## src/rtl/lasp_pkg.sv

```systemverilog
// Shared types and constants for the ASCII scan telegram parser.
`timescale 1ns / 1ps

package lasp_pkg;

    // Frame and field limits
    localparam logic [11:0] MAX_POINTS   = 12'd2048;
    localparam logic [11:0] FIELD_MAX    = 12'd4095;
    localparam logic [7:0]  POS_RESET    = 8'd23;
    localparam logic [7:0]  BYTE_ETX     = 8'h03;

    // Record kinds
    localparam logic [2:0]  KIND_START   = 3'd0;
    localparam logic [2:0]  KIND_STEP    = 3'd1;
    localparam logic [2:0]  KIND_COUNT   = 3'd2;
    localparam logic [2:0]  KIND_RANGE   = 3'd3;
    localparam logic [2:0]  KIND_END     = 3'd4;

    // Queue geometry
    localparam int          QUEUE_DEPTH  = 4;
    localparam int          QPTR_W       = $clog2(QUEUE_DEPTH);

    // One field record
    typedef struct packed {
        logic [2:0]  kind;
        logic [31:0] value;
        logic [10:0] index;
        logic        clipped;
    } t_rec;

    // Everything one byte causes: an optional field record, an optional frame end
    typedef struct packed {
        logic        has_rec;
        t_rec        rec;
        logic        has_end;
        logic [11:0] end_count;
    } t_entry;

endpackage

```

## src/rtl/lasp_front.sv

```systemverilog
// Front part: accepts telegram bytes, tracks fields and classifies closed fields.
`timescale 1ns / 1ps

module lasp_front (
    input  logic              i_clk,
    input  logic              i_rst_n,
    input  logic              i_cfg_wr_en,
    input  logic [7:0]        i_cfg_wr_data,
    input  logic              i_valid,
    input  logic              i_full,
    input  logic [7:0]        i_byte_value,
    input  logic              i_buffer_end,
    output logic              o_stall,
    output logic              o_push,
    output lasp_pkg::t_entry  o_entry
);

    logic [7:0]  r_pos;
    logic [11:0] r_field, n_field;
    logic        r_inside, n_inside;
    logic [31:0] r_acc, n_acc;
    logic        r_hexok, n_hexok;
    logic [11:0] r_declared, n_declared;
    logic [11:0] r_samples, n_samples;

    logic        accept;
    logic        is_fc;
    logic        is_hex;
    logic [3:0]  nib;
    logic [31:0] acc_upd;
    logic        hexok_upd;
    logic        end_now;
    logic        close_now;
    logic [31:0] close_val;
    logic [12:0] f13;
    logic [12:0] p1, p2, p3;
    logic [12:0] rel;
    logic        clip;
    logic [11:0] count_val;
    logic        rec_hit;

    function automatic logic field_char(input logic [7:0] b);
        return (b >= "0" && b <= "9") || (b >= "A" && b <= "Z") ||
               (b >= "a" && b <= "z") || b == "_";
    endfunction

    assign accept  = i_valid && !i_full;
    assign o_stall = i_full;

    // Classify the byte
    always_comb begin
        is_hex = 1'b1;
        nib    = 4'd0;
        if (i_byte_value >= "0" && i_byte_value <= "9") begin
            nib = 4'(i_byte_value - 8'h30);
        end else if (i_byte_value >= "a" && i_byte_value <= "f") begin
            nib = 4'(i_byte_value - 8'h57);
        end else if (i_byte_value >= "A" && i_byte_value <= "F") begin
            nib = 4'(i_byte_value - 8'h37);
        end else begin
            is_hex = 1'b0;
        end
        is_fc = field_char(i_byte_value);
    end

    // Field bookkeeping and record selection
    always_comb begin
        n_field    = r_field;
        n_inside   = r_inside;
        n_acc      = r_acc;
        n_hexok    = r_hexok;
        n_declared = r_declared;
        n_samples  = r_samples;

        acc_upd   = r_inside ? r_acc : 32'd0;
        hexok_upd = r_inside ? r_hexok : 1'b1;
        if (hexok_upd && is_hex) begin
            acc_upd = {acc_upd[27:0], nib};
        end else begin
            hexok_upd = 1'b0;
        end

        end_now   = i_buffer_end || (!is_fc && i_byte_value == lasp_pkg::BYTE_ETX);
        close_now = is_fc ? end_now : r_inside;
        close_val = is_fc ? acc_upd : r_acc;

        f13 = {1'b0, r_field};
        p1  = {5'd0, r_pos} + 13'd1;
        p2  = {5'd0, r_pos} + 13'd2;
        p3  = {5'd0, r_pos} + 13'd3;
        rel = f13 - p3;

        clip      = close_val > {20'd0, lasp_pkg::MAX_POINTS};
        count_val = clip ? lasp_pkg::MAX_POINTS : close_val[11:0];

        rec_hit             = 1'b1;
        o_entry.rec.kind    = lasp_pkg::KIND_START;
        o_entry.rec.value   = close_val;
        o_entry.rec.index   = 11'd0;
        o_entry.rec.clipped = 1'b0;
        if (f13 == {5'd0, r_pos}) begin
            o_entry.rec.kind = lasp_pkg::KIND_START;
        end else if (f13 == p1) begin
            o_entry.rec.kind = lasp_pkg::KIND_STEP;
        end else if (f13 == p2) begin
            o_entry.rec.kind    = lasp_pkg::KIND_COUNT;
            o_entry.rec.value   = {20'd0, count_val};
            o_entry.rec.clipped = clip;
            if (close_now) begin
                n_declared = count_val;
            end
        end else if (f13 >= p3 && rel < {1'b0, r_declared}) begin
            o_entry.rec.kind  = lasp_pkg::KIND_RANGE;
            o_entry.rec.value = {16'd0, close_val[15:0]};
            o_entry.rec.index = r_samples[10:0];
            if (close_now) begin
                n_samples = r_samples + 12'd1;
            end
        end else begin
            rec_hit = 1'b0;
        end

        o_entry.has_rec   = close_now && rec_hit;
        o_entry.has_end   = end_now;
        o_entry.end_count = n_samples;

        if (end_now) begin
            n_field    = 12'd0;
            n_inside   = 1'b0;
            n_acc      = 32'd0;
            n_hexok    = 1'b1;
            n_declared = 12'd0;
            n_samples  = 12'd0;
        end else if (close_now) begin
            if (r_field < lasp_pkg::FIELD_MAX) begin
                n_field = r_field + 12'd1;
            end
            n_inside = 1'b0;
            n_acc    = 32'd0;
            n_hexok  = 1'b1;
        end else if (is_fc) begin
            n_inside = 1'b1;
            n_acc    = acc_upd;
            n_hexok  = hexok_upd;
        end

        o_push = accept && (o_entry.has_rec || o_entry.has_end);
    end

    // Hold the angle position register
    always_ff @(posedge i_clk) begin
        if (!i_rst_n) begin
            r_pos <= lasp_pkg::POS_RESET;
        end else if (i_cfg_wr_en) begin
            r_pos <= i_cfg_wr_data;
        end
    end

    // Advance the frame state on each transfer
    always_ff @(posedge i_clk) begin
        if (!i_rst_n) begin
            r_field    <= 12'd0;
            r_inside   <= 1'b0;
            r_acc      <= 32'd0;
            r_hexok    <= 1'b1;
            r_declared <= 12'd0;
            r_samples  <= 12'd0;
        end else if (accept) begin
            r_field    <= n_field;
            r_inside   <= n_inside;
            r_acc      <= n_acc;
            r_hexok    <= n_hexok;
            r_declared <= n_declared;
            r_samples  <= n_samples;
        end
    end

endmodule

```

## src/rtl/lasp_queue.sv

```systemverilog
// Short queue of per-byte record entries between the front and back parts.
`timescale 1ns / 1ps

module lasp_queue (
    input  logic              i_clk,
    input  logic              i_rst_n,
    input  logic              i_push,
    input  lasp_pkg::t_entry  i_entry,
    input  logic              i_pop,
    output logic              o_full,
    output logic              o_nonempty,
    output lasp_pkg::t_entry  o_head
);

    lasp_pkg::t_entry r_slot [lasp_pkg::QUEUE_DEPTH];
    logic [lasp_pkg::QPTR_W-1:0] r_wr_ptr;
    logic [lasp_pkg::QPTR_W-1:0] r_rd_ptr;
    logic [lasp_pkg::QPTR_W:0]   r_count;

    logic do_pop;

    assign o_full     = r_count == (lasp_pkg::QPTR_W + 1)'(lasp_pkg::QUEUE_DEPTH);
    assign o_nonempty = r_count != '0;
    assign o_head     = r_slot[r_rd_ptr];
    assign do_pop     = i_pop && o_nonempty;

    // Store pushed entries
    always_ff @(posedge i_clk) begin
        if (i_push) begin
            r_slot[r_wr_ptr] <= i_entry;
        end
    end

    // Advance pointers and occupancy
    always_ff @(posedge i_clk) begin
        if (!i_rst_n) begin
            r_wr_ptr <= '0;
            r_rd_ptr <= '0;
            r_count  <= '0;
        end else begin
            if (i_push) begin
                r_wr_ptr <= r_wr_ptr + 1'b1;
            end
            if (do_pop) begin
                r_rd_ptr <= r_rd_ptr + 1'b1;
            end
            if (i_push && !do_pop) begin
                r_count <= r_count + 1'b1;
            end else if (!i_push && do_pop) begin
                r_count <= r_count - 1'b1;
            end
        end
    end

endmodule

```

## src/rtl/lasp_back.sv

```systemverilog
// Back part: unpacks queue entries into single records behind an output register.
`timescale 1ns / 1ps

module lasp_back (
    input  logic              i_clk,
    input  logic              i_rst_n,
    input  logic              i_nonempty,
    input  lasp_pkg::t_entry  i_head,
    output logic              o_pop,
    input  logic              i_stall,
    output logic              o_valid,
    output logic [2:0]        o_record_kind,
    output logic [31:0]       o_record_value,
    output logic [10:0]       o_point_index,
    output logic              o_count_clipped,
    output logic              o_last_of_run
);

    logic        r_valid;
    logic        r_phase, n_phase;
    lasp_pkg::t_rec r_rec, n_rec;
    logic        r_last, n_last;
    logic        load;

    assign o_valid         = r_valid;
    assign o_record_kind   = r_rec.kind;
    assign o_record_value  = r_rec.value;
    assign o_point_index   = r_rec.index;
    assign o_count_clipped = r_rec.clipped;
    assign o_last_of_run   = r_last;

    assign load = !r_valid || !i_stall;

    // Pick the next record from the head entry
    always_comb begin
        n_phase = r_phase;
        n_rec   = r_rec;
        n_last  = r_last;
        o_pop   = 1'b0;
        if (load && i_nonempty) begin
            if (!r_phase && i_head.has_rec) begin
                n_rec  = i_head.rec;
                n_last = !i_head.has_end;
                if (i_head.has_end) begin
                    n_phase = 1'b1;
                end else begin
                    o_pop = 1'b1;
                end
            end else begin
                n_rec.kind    = lasp_pkg::KIND_END;
                n_rec.value   = {20'd0, i_head.end_count};
                n_rec.index   = 11'd0;
                n_rec.clipped = 1'b0;
                n_last        = 1'b1;
                n_phase       = 1'b0;
                o_pop         = 1'b1;
            end
        end
    end

    // Hold the output record until transferred
    always_ff @(posedge i_clk) begin
        if (load) begin
            r_rec  <= n_rec;
            r_last <= n_last;
        end
    end

    always_ff @(posedge i_clk) begin
        if (!i_rst_n) begin
            r_valid <= 1'b0;
            r_phase <= 1'b0;
        end else begin
            r_phase <= n_phase;
            if (load) begin
                r_valid <= i_nonempty;
            end
        end
    end

endmodule

```

## src/rtl/lidar_ascii_scan_telegram_parser_top.sv

```systemverilog
// Top level of the ASCII scan telegram parser.
`timescale 1ns / 1ps

// Takes one telegram byte per cycle and reports the start angle, angular step,
// point count (saturated at MAX_POINTS) and range samples of the field at the
// configured position and those after it, followed by a frame-end record with
// the number of samples seen. A byte is taken every cycle while the four-entry
// record queue has room; the output side moves one record per cycle while
// i_stall is low, so a byte that closes a field and ends the frame gives the
// field record and then the frame-end record. A byte's first record is written
// to a queue slot, then to the output register, which presents it.
// Write the angle position register only while the block is idle.

module lidar_ascii_scan_telegram_parser_top (
    input  logic        i_clk,
    input  logic        i_rst_n,
    input  logic        i_cfg_wr_en,
    input  logic [7:0]  i_cfg_wr_data,
    input  logic        i_valid,
    output logic        o_stall,
    input  logic [7:0]  i_byte_value,
    input  logic        i_buffer_end,
    output logic        o_valid,
    input  logic        i_stall,
    output logic [2:0]  o_record_kind,
    output logic [31:0] o_record_value,
    output logic [10:0] o_point_index,
    output logic        o_count_clipped,
    output logic        o_last_of_run
);

    logic             push;
    logic             pop;
    logic             full;
    logic             nonempty;
    lasp_pkg::t_entry entry;
    lasp_pkg::t_entry head;

    lasp_front u_front (
        .i_clk         (i_clk),
        .i_rst_n       (i_rst_n),
        .i_cfg_wr_en   (i_cfg_wr_en),
        .i_cfg_wr_data (i_cfg_wr_data),
        .i_valid       (i_valid),
        .i_full        (full),
        .i_byte_value  (i_byte_value),
        .i_buffer_end  (i_buffer_end),
        .o_stall       (o_stall),
        .o_push        (push),
        .o_entry       (entry)
    );

    lasp_queue u_queue (
        .i_clk      (i_clk),
        .i_rst_n    (i_rst_n),
        .i_push     (push),
        .i_entry    (entry),
        .i_pop      (pop),
        .o_full     (full),
        .o_nonempty (nonempty),
        .o_head     (head)
    );

    lasp_back u_back (
        .i_clk           (i_clk),
        .i_rst_n         (i_rst_n),
        .i_nonempty      (nonempty),
        .i_head          (head),
        .o_pop           (pop),
        .i_stall         (i_stall),
        .o_valid         (o_valid),
        .o_record_kind   (o_record_kind),
        .o_record_value  (o_record_value),
        .o_point_index   (o_point_index),
        .o_count_clipped (o_count_clipped),
        .o_last_of_run   (o_last_of_run)
    );

endmodule
```

## config.mk

```make
export PLATFORM = sky130hd
export DESIGN_NAME = lidar_ascii_scan_telegram_parser_top
export DESIGN_NICKNAME = d
export VERILOG_FILES = /design/src/rtl/lasp_pkg.sv /design/src/rtl/lasp_front.sv /design/src/rtl/lasp_queue.sv /design/src/rtl/lasp_back.sv /design/src/rtl/lidar_ascii_scan_telegram_parser_top.sv
export SDC_FILE = /design/constraint.sdc
export NUM_CORES = 1
export LEC_CHECK = 0
export ABC_AREA = 1
export BUFFER_PORTS_ARGS = -buffer_cell sky130_fd_sc_hd__buf_2
export CORE_ASPECT_RATIO = 0.6
export CORE_UTILIZATION = 65
export CTS_CLUSTER_SIZE = 8
export DETAILED_ROUTE_END_ITERATION = 8
export HOLD_SLACK_MARGIN = 0.08
export PLACE_DENSITY = 0.83
export SYNTH_ARGS = -nofsm -noshare
export SYNTH_HDL_FRONTEND = slang
export SYNTH_HIERARCHICAL = 1
export SYNTH_SLANG_ARGS = --single-unit
```

## constraint.sdc

```tcl
create_clock -name i_clk -period 10 [get_ports i_clk]
set_input_delay 0.5 -clock i_clk [delete_from_list [all_inputs] [get_ports i_clk]]
set_output_delay 0.5 -clock i_clk [all_outputs]
set_load 0.05 [all_outputs]
```

==> results.md <==
* Status: finished, final reports clean
* Final HPWL DP at 27330 um
* Iteration-0 DRC count of the detailed router at between 1500 and 2000
* Layout cell share with drive strength beyond 1 at 0.1649
* Worst Path Buf+Inv at 6
* Hold Path Class: input pin to flop
* Post-Syn Instances at 1954
* Die ar. at 30060 um^2
* Most frequent cell after synthesis: nand2_1
* Synth cell types at between 40 and 50
* Post-route ant nets at 0
* GRT Total Usage at 0.2974
* Slew Viols, Final at 0
* Reg2reg end: u_queue/r_slot[0][47]
* Crit path max-delay family: simple AND/OR/NAND/NOR gates
* Cells along the critical path: inv_1 > ha_1 > nor2_1 > xor2_1 > ha_1 > nand2_1 > inv_1 > a21oi_1 > o21ai_0 > nand2_1 > nand2_1 > nor3_1 > xor2_1 > ha_1 > a21oi_1 > nand2_1 > inv_1 > nand3_1 > a21oi_1 > o21ai_0 > inv_1 > nand2_1 > inv_2 > buf_4
* Mapped Area at roughly 19000 um^2
* CP Data Required Time at 10.15 ns
* DRC viols at 0
* Post-synth ARST share at 0
* CTS resizes at 0
* Element type at the critical path start: flop
* Critical path class: flop to flop
* DR vias at 14403
* Commonest cells post-synth: nand2_1, edfxtp_1, inv_1
* Setup violations, final at 0
* Detailed Routing Iterations Pass 1 at 6
* Worst Hold Depth at 3
* Top cells by area, synth: edfxtp_1, dfxtp_1, nand2_1
* Crit path largest cell delay at 0.74 ns
* Layout Area Growth over Synthesis at 9.162%
* Crit. End Element: flop
* Final net count at 2058
* Htree depth at 2
* Crit path top cell by count: nand2_1
* Synth area leader: edfxtp_1
* Starting density of the core at 0.6632
* Grt ovf at 0
* Num ports at 72
* EDFF count, synth at 292
* P_leak at 0.008158 uW
* Rows at 48
* FF+latch count, synth at 381
* Max cap viols at 0
* Die width at 223.2 um
* Crit Path Max Fanout at 61
* Part of the cycle the worst path needs at 0.5797
* RSZ-0062 raised after global routing: false
* Vias in the first global route at 13763
* Clk sink count at roughly 380
* Clk_lat worst skew at around 0.57 ns
* Clock tree buffer depth at 3
* Worst EP arrival at ~6.0 ns
* Largest net degree at the start of global routing at 97
* Post-synth top area share at 0.4596
* Setup crit start: u_front/r_pos[1]
* Avg Inst Size Synth at 9.764 um^2
* Clock transition at path regs at roughly 0.040 ns
* Post-synthesis sequential area ratio at 0.5530
* # diodes at 0
* Hold_buf cts at 0
* Hold slack at 0.1537 ns
* Core ar. at 28770 um^2
* WL/cell at 18.63 um
* CTS buffer count at 53
* Hold Crit Endpoint: u_front/r_pos[2]
* CTS tree: done
* Reg2Reg Setup Slack at 4.20 ns
* Reg2reg start: u_front/r_pos[1]
* Port Buffers at 71
* Vert. Die Dim at 134.7 um
* VDD IR max at 0.4195 mV
* Worst slew pin tran at 1.275 ns
* Headroom to the max-slew limit at 0.1467
* Slowest CP cell: buf_4
* Worst Min Path Start: i_cfg_wr_data[2]
* Post-layout util at 0.7239
* Highest clock rate at 172.5 MHz
* Worst r2r path cells at 24
* CTS root buf: clkbuf_16
* Setup TNS at 0 ns
* Post-CTS setup buffer count at 0
* GPL Wtd Cong at 0.9284
* Via density at 5.986
* Synth Warn # at 6
* Min cycle time layout at 5.797 ns
* First-pass GRT wire length at 70390 um
* Initial antenna violation count at 0
* Final hold violation count at 0
* Post-Syn Nets at 2013
* Fill count at 1946
* Synth Flop Type: edfxtp_1
* Power Dens Cells at 247.4 nW/um^2
* Max Clock Skew at 0.04243 ns
* Post-Route WL at 44830 um
==> final cells by class <==
cell class	instances	area [um^2]	share of cell area
Timing Repair Buffer	84	452.9	0.02175
Clock buffer	85	1489	0.07149
Sequential cell	381	10560	0.5068
Multi-Input combinational cell	1275	7076	0.3397
Clock inverter	2	13.76	0.0006609
Tap cell	375	469.2	0.02253
Inverter	204	770.7	0.03701
==> cell families after synthesis <==
kind of cell / after synthesis / synth area share
XOR/XNOR: 40 / 0.01836
AND/OR/NAND/NOR: 866 / 0.2175
adder cells (fa/ha/maj): 37 / 0.02505
AO/OA/AOI/OAI: 331 / 0.1098
other: 1 / 0.0001966
buffers and inverters: 298 / 0.07614
flip-flops: 381 / 0.5530
==> worst max-delay path by stage <==
| stage | endpoint | slack (ns) | cells past startpoint |
|---|---|---|---|
| finish | u_queue/r_slot[0][47] | 4.20 | 24 |
| global route | u_queue/r_slot[0][51] | 3.90 | 24 |
| CTS | u_queue/r_slot[0][47] | 4.34 | 24 |
| detailed placement | u_queue/r_slot[0][51] | 4.38 | 24 |
| global placement | u_queue/r_slot[0][51] | 4.65 | 24 |
| floorplan | u_queue/r_slot[0][0] | 4.77 | 24 |
==> where the power goes <==
group / internal (uW) / leakage [uW] / switching (uW)
clock network: 1000 / 0.000722 / 634
registers: 1960 / 0.00349 / 66.2
logic: 344 / 0.00395 / 1140
==> sequential cells by signal (all words and copies together) (netlist names), 2 cells and up, named ones only <==
| signal | flops |
|---|---|
| u_back/o_point_index | 11 |
| u_back/o_record_kind | 3 |
| u_back/o_record_value | 32 |
| u_front/r_acc | 32 |
| u_front/r_declared | 12 |
| u_front/r_field | 12 |
| u_front/r_pos | 8 |
| u_front/r_samples | 12 |
| u_queue/r_count | 3 |
| u_queue/r_rd_ptr | 2 |
| u_queue/r_slot | 244 |
| u_queue/r_wr_ptr | 2 |
==> per-layer routing <==
layer,vias to the layer above,wire [um],track usage
met3,107,4192,0.04765
met1,6836,18680,0.4077
met5,-,0,0
met4,0,1088,0.1061
li1,6678,-,-
met2,782,20870,0.4851
==> stage by stage <==
stage / std cells / total power (uW) / cell area [um^2] / setup WS [ns]
finish: 2406 / 5153 / 20830 / 4.203
global route: 2406 / 5344 / 20830 / 3.899
CTS: 2406 / 5160 / 20830 / 4.340
detailed placement: 2319 / 3519 / 19320 / 4.377
global placement: 2319 / 3479 / 19320 / 4.645
floorplan: 1954 / 3250 / 19080 / 4.773
==> tightest hold or removal path: cells and delay by family <==
kind / cells / cell delay, ns
buffers and inverters: 1 / 0.08
AND/OR/NAND/NOR: 2 / 0.11
==> layout by cell type (no fill, tap or decap), types with 7 or more instances in the layout <==
master       n
a21oi_1     81
a21oi_2     12
buf_2       71
buf_4       13
clkbuf_1    30
clkbuf_16   55
dfxtp_1     87
edfxtp_1   292
ha_1        35
inv_1      191
inv_2       12
nand2_1    370
nand2_2     11
nand3_1    119
nand3_2     18
nand4_1     19
nor2_1     188
nor2_2      42
nor2_4      41
nor3_1      26
o21ai_0    120
o21ai_1     35
o22ai_1     22
o22ai_2     40
or2_1       13
or2_2        7
xnor2_1      9
xor2_1      31
No activity file was read; power rests on OpenSTA's default activity.
